$ cat src/assert_macros.svh
// Assertion helpers, clocked on clk and disabled while rst_n is low.
`ifndef ASSERT_MACROS_SVH
`define ASSERT_MACROS_SVH

// Same-cycle implication.
`define ASSERT_IMPLIES(lbl, ante, cons, msg) \
    lbl: assert property (@(posedge clk) disable iff (!rst_n) (ante) |-> (cons)) \
        else $error(msg);

// Next-cycle implication.
`define ASSERT_NEXT(lbl, ante, cons, msg) \
    lbl: assert property (@(posedge clk) disable iff (!rst_n) (ante) |=> (cons)) \
        else $error(msg);

`endif

$ cat src/salsa_pkg.sv
`timescale 1ns / 1ps

package salsa_pkg;

    localparam int WORD_W     = 32;
    localparam int NUM_WORDS  = 16;
    localparam int LANE_W     = 64;
    localparam int NUM_LANES  = 8;
    localparam int COUNT_W    = 7;
    localparam int MAX_BYTES  = 64;
    localparam int MAX_ROUNDS = 20;
    localparam int STEPS_PER_ROUND = 4;
    localparam int NUM_STEPS  = MAX_ROUNDS * STEPS_PER_ROUND;
    localparam int RND_W      = $clog2(MAX_ROUNDS + 1);
    localparam int PHASE_W    = $clog2(NUM_STEPS + 1);
    localparam int RC_W       = 5;
    localparam int KEY_REGS   = 4;
    localparam int CFG_IDX_W  = 3;

    localparam int S_TDATA_W  = 648;
    localparam int M_TDATA_W  = 520;

    localparam logic [CFG_IDX_W-1:0] REG_KEY_0_7   = 3'd0;
    localparam logic [CFG_IDX_W-1:0] REG_KEY_8_15  = 3'd1;
    localparam logic [CFG_IDX_W-1:0] REG_KEY_16_23 = 3'd2;
    localparam logic [CFG_IDX_W-1:0] REG_KEY_24_31 = 3'd3;
    localparam logic [CFG_IDX_W-1:0] REG_ROUNDS    = 3'd4;

    localparam logic [RC_W-1:0] RC_RESET = RC_W'(MAX_ROUNDS);

    localparam logic [WORD_W-1:0] SIGMA0 = 32'h61707865;
    localparam logic [WORD_W-1:0] SIGMA1 = 32'h3320646e;
    localparam logic [WORD_W-1:0] SIGMA2 = 32'h79622d32;
    localparam logic [WORD_W-1:0] SIGMA3 = 32'h6b206574;

    localparam int ROT_A = 7;
    localparam int ROT_B = 9;
    localparam int ROT_C = 13;
    localparam int ROT_D = 18;

    // Word indices (a, b, c, d) of each quarter for column and row rounds.
    localparam logic [3:0] COL_IDX [4][4] = '{
        '{4'd0,  4'd4,  4'd8,  4'd12},
        '{4'd5,  4'd9,  4'd13, 4'd1},
        '{4'd10, 4'd14, 4'd2,  4'd6},
        '{4'd15, 4'd3,  4'd7,  4'd11}
    };
    localparam logic [3:0] ROW_IDX [4][4] = '{
        '{4'd0,  4'd1,  4'd2,  4'd3},
        '{4'd5,  4'd6,  4'd7,  4'd4},
        '{4'd10, 4'd11, 4'd8,  4'd9},
        '{4'd15, 4'd12, 4'd13, 4'd14}
    };

    typedef logic [NUM_WORDS-1:0][WORD_W-1:0] state_t;

    typedef struct packed {
        logic [KEY_REGS-1:0][LANE_W-1:0] key;
    } key_t;

    typedef struct packed {
        state_t                          work;
        logic [LANE_W-1:0]               nonce;
        logic [LANE_W-1:0]               ctr;
        logic [NUM_LANES-1:0][LANE_W-1:0] data;
        logic [COUNT_W-1:0]              count;
        logic [RND_W-1:0]                rounds;
        logic [PHASE_W-1:0]              phase;
    } stage_t;

    typedef struct packed {
        logic [NUM_LANES-1:0][LANE_W-1:0] cipher;
        logic [COUNT_W-1:0]              count;
    } result_t;

    function automatic state_t build_init(key_t k, logic [LANE_W-1:0] nonce,
                                          logic [LANE_W-1:0] ctr);
        state_t s;
        s[0]  = SIGMA0;
        s[1]  = k.key[0][31:0];
        s[2]  = k.key[0][63:32];
        s[3]  = k.key[1][31:0];
        s[4]  = k.key[1][63:32];
        s[5]  = SIGMA1;
        s[6]  = nonce[31:0];
        s[7]  = nonce[63:32];
        s[8]  = ctr[31:0];
        s[9]  = ctr[63:32];
        s[10] = SIGMA2;
        s[11] = k.key[2][31:0];
        s[12] = k.key[2][63:32];
        s[13] = k.key[3][31:0];
        s[14] = k.key[3][63:32];
        s[15] = SIGMA3;
        return s;
    endfunction

    function automatic logic [3:0] quarter_idx(logic col, logic [1:0] q, logic [1:0] pos);
        return col ? COL_IDX[q][pos] : ROW_IDX[q][pos];
    endfunction

    function automatic logic [WORD_W-1:0] rot_step(logic [WORD_W-1:0] v, logic [1:0] j);
        logic [WORD_W-1:0] r;
        case (j)
            2'd0:    r = (v << ROT_A) | (v >> (WORD_W - ROT_A));
            2'd1:    r = (v << ROT_B) | (v >> (WORD_W - ROT_B));
            2'd2:    r = (v << ROT_C) | (v >> (WORD_W - ROT_C));
            default: r = (v << ROT_D) | (v >> (WORD_W - ROT_D));
        endcase
        return r;
    endfunction

endpackage

$ cat src/salsa_out_cell.sv
`timescale 1ns / 1ps

module salsa_out_cell (
    input  logic               clk,
    input  logic               rst_n,
    input  salsa_pkg::key_t    key,
    input  logic               in_valid,
    output logic               in_ready,
    input  salsa_pkg::stage_t  in_pl,
    output logic               out_valid,
    input  logic               out_ready,
    output salsa_pkg::result_t out_res
);
    import salsa_pkg::*;

    logic    vld_reg;
    result_t res_reg;
    result_t res_next;
    state_t  init;
    state_t  ks;
    logic    load;

    assign in_ready  = !vld_reg || out_ready;
    assign load      = in_valid && in_ready;
    assign out_valid = vld_reg;
    assign out_res   = res_reg;

    assign init = build_init(key, in_pl.nonce, in_pl.ctr);

    always_comb
    begin
        for (int w = 0; w < NUM_WORDS; w++)
            ks[w] = in_pl.work[w] + init[w];
        res_next.count = in_pl.count;
        for (int k = 0; k < NUM_LANES; k++)
            res_next.cipher[k] = in_pl.data[k] ^ {ks[2*k+1], ks[2*k]};
        // Zero every byte at or past the count.
        for (int b = 0; b < MAX_BYTES; b++)
        begin
            if (COUNT_W'(b) >= in_pl.count)
                res_next.cipher[b/8][(b%8)*8 +: 8] = 8'h00;
        end
    end

    always_ff @(posedge clk or negedge rst_n)
    begin
        if (!rst_n)
            vld_reg <= 1'b0;
        else if (in_ready)
            vld_reg <= in_valid;
    end

    always_ff @(posedge clk)
    begin
        if (load)
            res_reg <= res_next;
    end

endmodule

$ cat config.mk
export PLATFORM = sky130hd
export DESIGN_NAME = salsa_out_cell
export DESIGN_NICKNAME = d
export VERILOG_FILES = /design/src/assert_macros.svh /design/src/salsa_pkg.sv /design/src/salsa_out_cell.sv
export SDC_FILE = /design/constraint.sdc
export NUM_CORES = 2
export LEC_CHECK = 0
export BUFFER_PORTS_ARGS = -buffer_cell sky130_fd_sc_hd__buf_4
export CORE_AREA = 8 8 755 757
export CTS_CLUSTER_DIAMETER = 100
export DETAILED_ROUTE_END_ITERATION = 8
export DIE_AREA = 0 0 763 765
export PLACE_DENSITY = 0.32
export SYNTH_ARGS = -nofsm -noshare
export SYNTH_HDL_FRONTEND = slang
export SYNTH_SLANG_ARGS = --single-unit
export TNS_END_PERCENT = 100
$ cat constraint.sdc
create_clock -name clk -period 16.55 [get_ports clk]
set_input_delay 3.31 -clock clk [delete_from_list [all_inputs] [get_ports clk]]
set_output_delay 3.31 -clock clk [all_outputs]
set_load 0.1 [all_outputs]
==> summary.md <==
| Metric | Value |
|---|---|
| Clock Latency Late Sink | `roughly 860 ps` |
| Cells after Synth | `between 4000 and 5000` |
| Post-synthesis sequential area ratio | `~36%` |
| Ports | `~2000` |
| Final setup viols | `0` |
| Clock H-tree levels | `3` |
| CTS tree | `yes` |
| Combinational group share of total power | `between 40% and 50%` |
| Kind of critical path | `input pin to primary output` |
| Hold_buf cts | `0` |
| Die Wd | `between 700 and 800 µm` |
| Grt total ovfl | `0` |
| First-pass GRT wire length | `589000 µm` |
| Drt total wl | `just under 500000 µm` |
| Vias per cell | `around 3.3` |
| DP HPWL | `~450000 µm` |
| Net count, final | `8411` |
| Vias | `about 47000` |
| # resized after CTS | `0` |
| CP endpoint kind | `primary output` |
| Routability cong. | `between 0.9 and 1` |
| RSZ-0062 raised after global routing | `no` |
| Leak pwr | `roughly 28 nW` |
| Worst hold path class | `flop to flop` |
| # Post-CTS Setup Buffers | `0` |
| Period Utilization, post-route | `43.6%` |
| Switch Pwr | `roughly 3.4 mW` |
| Crit Path Max Fanout | `3` |
| Ratio of cells with drive above 1 in the final layout | `between 30% and 40%` |
| Top sig layer | `met5` |
| Mapped Nets | `6400` |
| Yosys reg bits | `520` |
| Status | `completed` |
| Clk_skew | `between 30 and 40 ps` |
| Clk slew on worst S/H paths | `around 60 ps` |
| Tot GR Track Use | `between 10% and 20%` |
| Metal-1 WL | `approximately 200000 µm` |
| Sequential power share | `about a quarter` |
| Peak supply drop | `0.0808 mV` |
| Iter 0 DRT Violations | `3306` |
| Net Sw Frac | `47.7%` |
| # DRC | `0` |
| IO buf count | `just under 2000` |
| DR pass1 iterations | `8` |
| Area delta synth->final | `62.6%` |
| Final hold violation count | `0` |
| Post-route minimum period | `a little over 7000 ps` |
| Int Power | `between 3 and 4 mW` |
| Fin cells | `about 14000` |
| Largest net degree at the start of global routing | `94` |
| Inst Count DP | `14000` |
| Power density cells | `102 mW/mm²` |
| Max Transition Viols Final | `0` |
| Post-detailed-route count of antenna-violating nets | `0` |
| Synth async-reset ratio | `less than 1%` |
| Rows | `275` |
| Setup TNS | `0 ps` |
| Clock Power Share | `between 20 and 30%` |
| Num CTS Buffers | `97` |
| Die area | `roughly 0.58 mm²` |
| Vias in the first global route | `46700` |
| Peak Freq | `139 MHz` |
| Die height | `765 µm` |
| Core Footprint | `~0.56 mm²` |
| Slew headroom | `around a fifth` |
| Ys Warns | `0` |
| Commonest register cell after synthesis | `edfxtp_1` |
| CP Data Arrival Time | `3900 ps` |
| Starting density of the core | `just under 8%` |
| Clock Path Buffers | `4` |
| Netlist cell types | `97` |
| CTS root buf | `clkbuf_16` |
| CTS Sinks | `520` |
| Initial antenna violation count | `~280` |
| WP data required | `about 13000 ps` |
| Fillers | `64400` |
| Drt wl/cell | `around 34 µm` |
| Number of enable flip-flop cells after synthesis | `approximately 520` |
| Slew of the pin with the lowest slew margin | `between 1000 and 1500 ps` |
| Max-Cap Viols | `0` |
| Netlist Area Pre-Place | `roughly 0.044 mm²` |
| Syn_area_per_cell | `9.52 µm²` |
| Worst setup SP type | `input pin` |
| DR WL met3 | `roughly 65000 µm` |
| Detail Route met2 WL | `roughly 210000 µm` |
==> stage by stage <==
stage          utilization, %  power (mW)  worst slack, ps  hold WS (ps)  area, µm²
6_report                 12.7        7.20             9340           628      71000
3_5_place_dp             12.1        5.24             9180           620      67800
5_1_grt                  12.7        7.53             9310           674      70900
3_3_place_gp             12.1        5.25             9200           627      67800
4_1_cts                  12.7        7.35             9330           640      70800
2_1_floorplan               -        3.78             5490          1780      43600
==> worst max-delay path: stages <==
cell and delay [ps]:
buf_4 70, nand2b_1 160, buf_4 330
==> layout by cell type, fill, tap and decap left out, types with 169 or more instances in the layout <==
| master | n |
|---|---|
| ha_1 | 376 |
| edfxtp_1 | 519 |
| a21o_1 | 232 |
| buf_4 | 1995 |
| nand2_1 | 205 |
| xor2_1 | 221 |
| nor2_1 | 600 |
| a21oi_1 | 400 |
| o21ai_0 | 169 |
| xnor2_1 | 695 |
==> metal layers <==
layer,track usage (%),vias up
met5,0,-
met1,19.1,22600
li1,-,20900
met4,4.63,152
met2,24.1,2299
met3,8.97,587
==> power by group through the flow <==
| stage | Sequential (mW) | Clock [mW] | Combinational, mW |
|---|---|---|---|
| final | 1.73 | 2.03 | 3.45 |
| after global routing | 1.74 | 2.15 | 3.64 |
| after detailed placement | 1.75 | 0 | 3.48 |
| after floorplan | 2.74 | 0 | 1.03 |
| after CTS | 1.73 | 2.13 | 3.49 |
| after global placement | 1.75 | 0 | 3.50 |
==> path summary, 6_finish.rpt <==
path	slack, ps	endpoint	cells after the start	startpoint
worst min register to register	630	out_valid$_DFFE_PN0N_	2	out_valid$_DFFE_PN0N_
min in group asynchronous	2250	out_valid$_DFFE_PN0N_	1	rst_n
worst max register to register	12570	out_res[378]$_SDFFCE_PP0P_	5	out_valid$_DFFE_PN0N_
worst max-delay path	9340	in_ready	3	out_ready
max in group asynchronous	14220	out_valid$_DFFE_PN0N_	1	rst_n
worst min-delay path	630	out_valid$_DFFE_PN0N_	2	out_valid$_DFFE_PN0N_
==> cell families (layout without fill, tap and decap cells) <==
logic type,after synthesis,count (layout),synth area share [%]
simple gates,1335,1335,14.2
xor+xnor,916,916,18.4
buf+inv,179,2263,1.54
other cells,0,63,0
flops,520,520,35.8
compound gates,1238,1238,18.6
fa+ha+maj,388,388,11.3
mux,5,5,0.120
==> synthesized netlist by cell type (59+ instances only) <==
cell | number | area share, %
clkbuf_1 | 82 | 0.71
xor2_1 | 221 | 4.4
nor2_1 | 602 | 5.2
a31oi_1 | 59 | 0.85
nand2_1 | 205 | 1.8
and3_1 | 62 | 0.89
ha_1 | 376 | 11
o21ai_0 | 169 | 1.9
inv_1 | 93 | 0.80
a21oi_1 | 414 | 4.7
nand3_1 | 116 | 1.3
edfxtp_1 | 519 | 36
nor3_1 | 80 | 0.92
a21o_1 | 232 | 4.0
xnor2_1 | 695 | 14
==> area by class of cell <==
type	instances	area, µm²	share of cell area (%)
inverters	93	349	0.492
repair buffers	1998	15000	21.2
flip-flops and latches	520	15600	22.0
diodes	63	158	0.222
multi-input cells	3882	27500	38.7
clock buffers	114	2490	3.51
well taps	7479	9360	13.2
clock inverters	58	498	0.702
==> registers in the layout, summed over array words and instances (netlist names) <==
| signal | flops |
|---|---|
| out_valid | 1 |
| out_res | 519 |
Note: power is estimated with default switching activity, not from simulation.
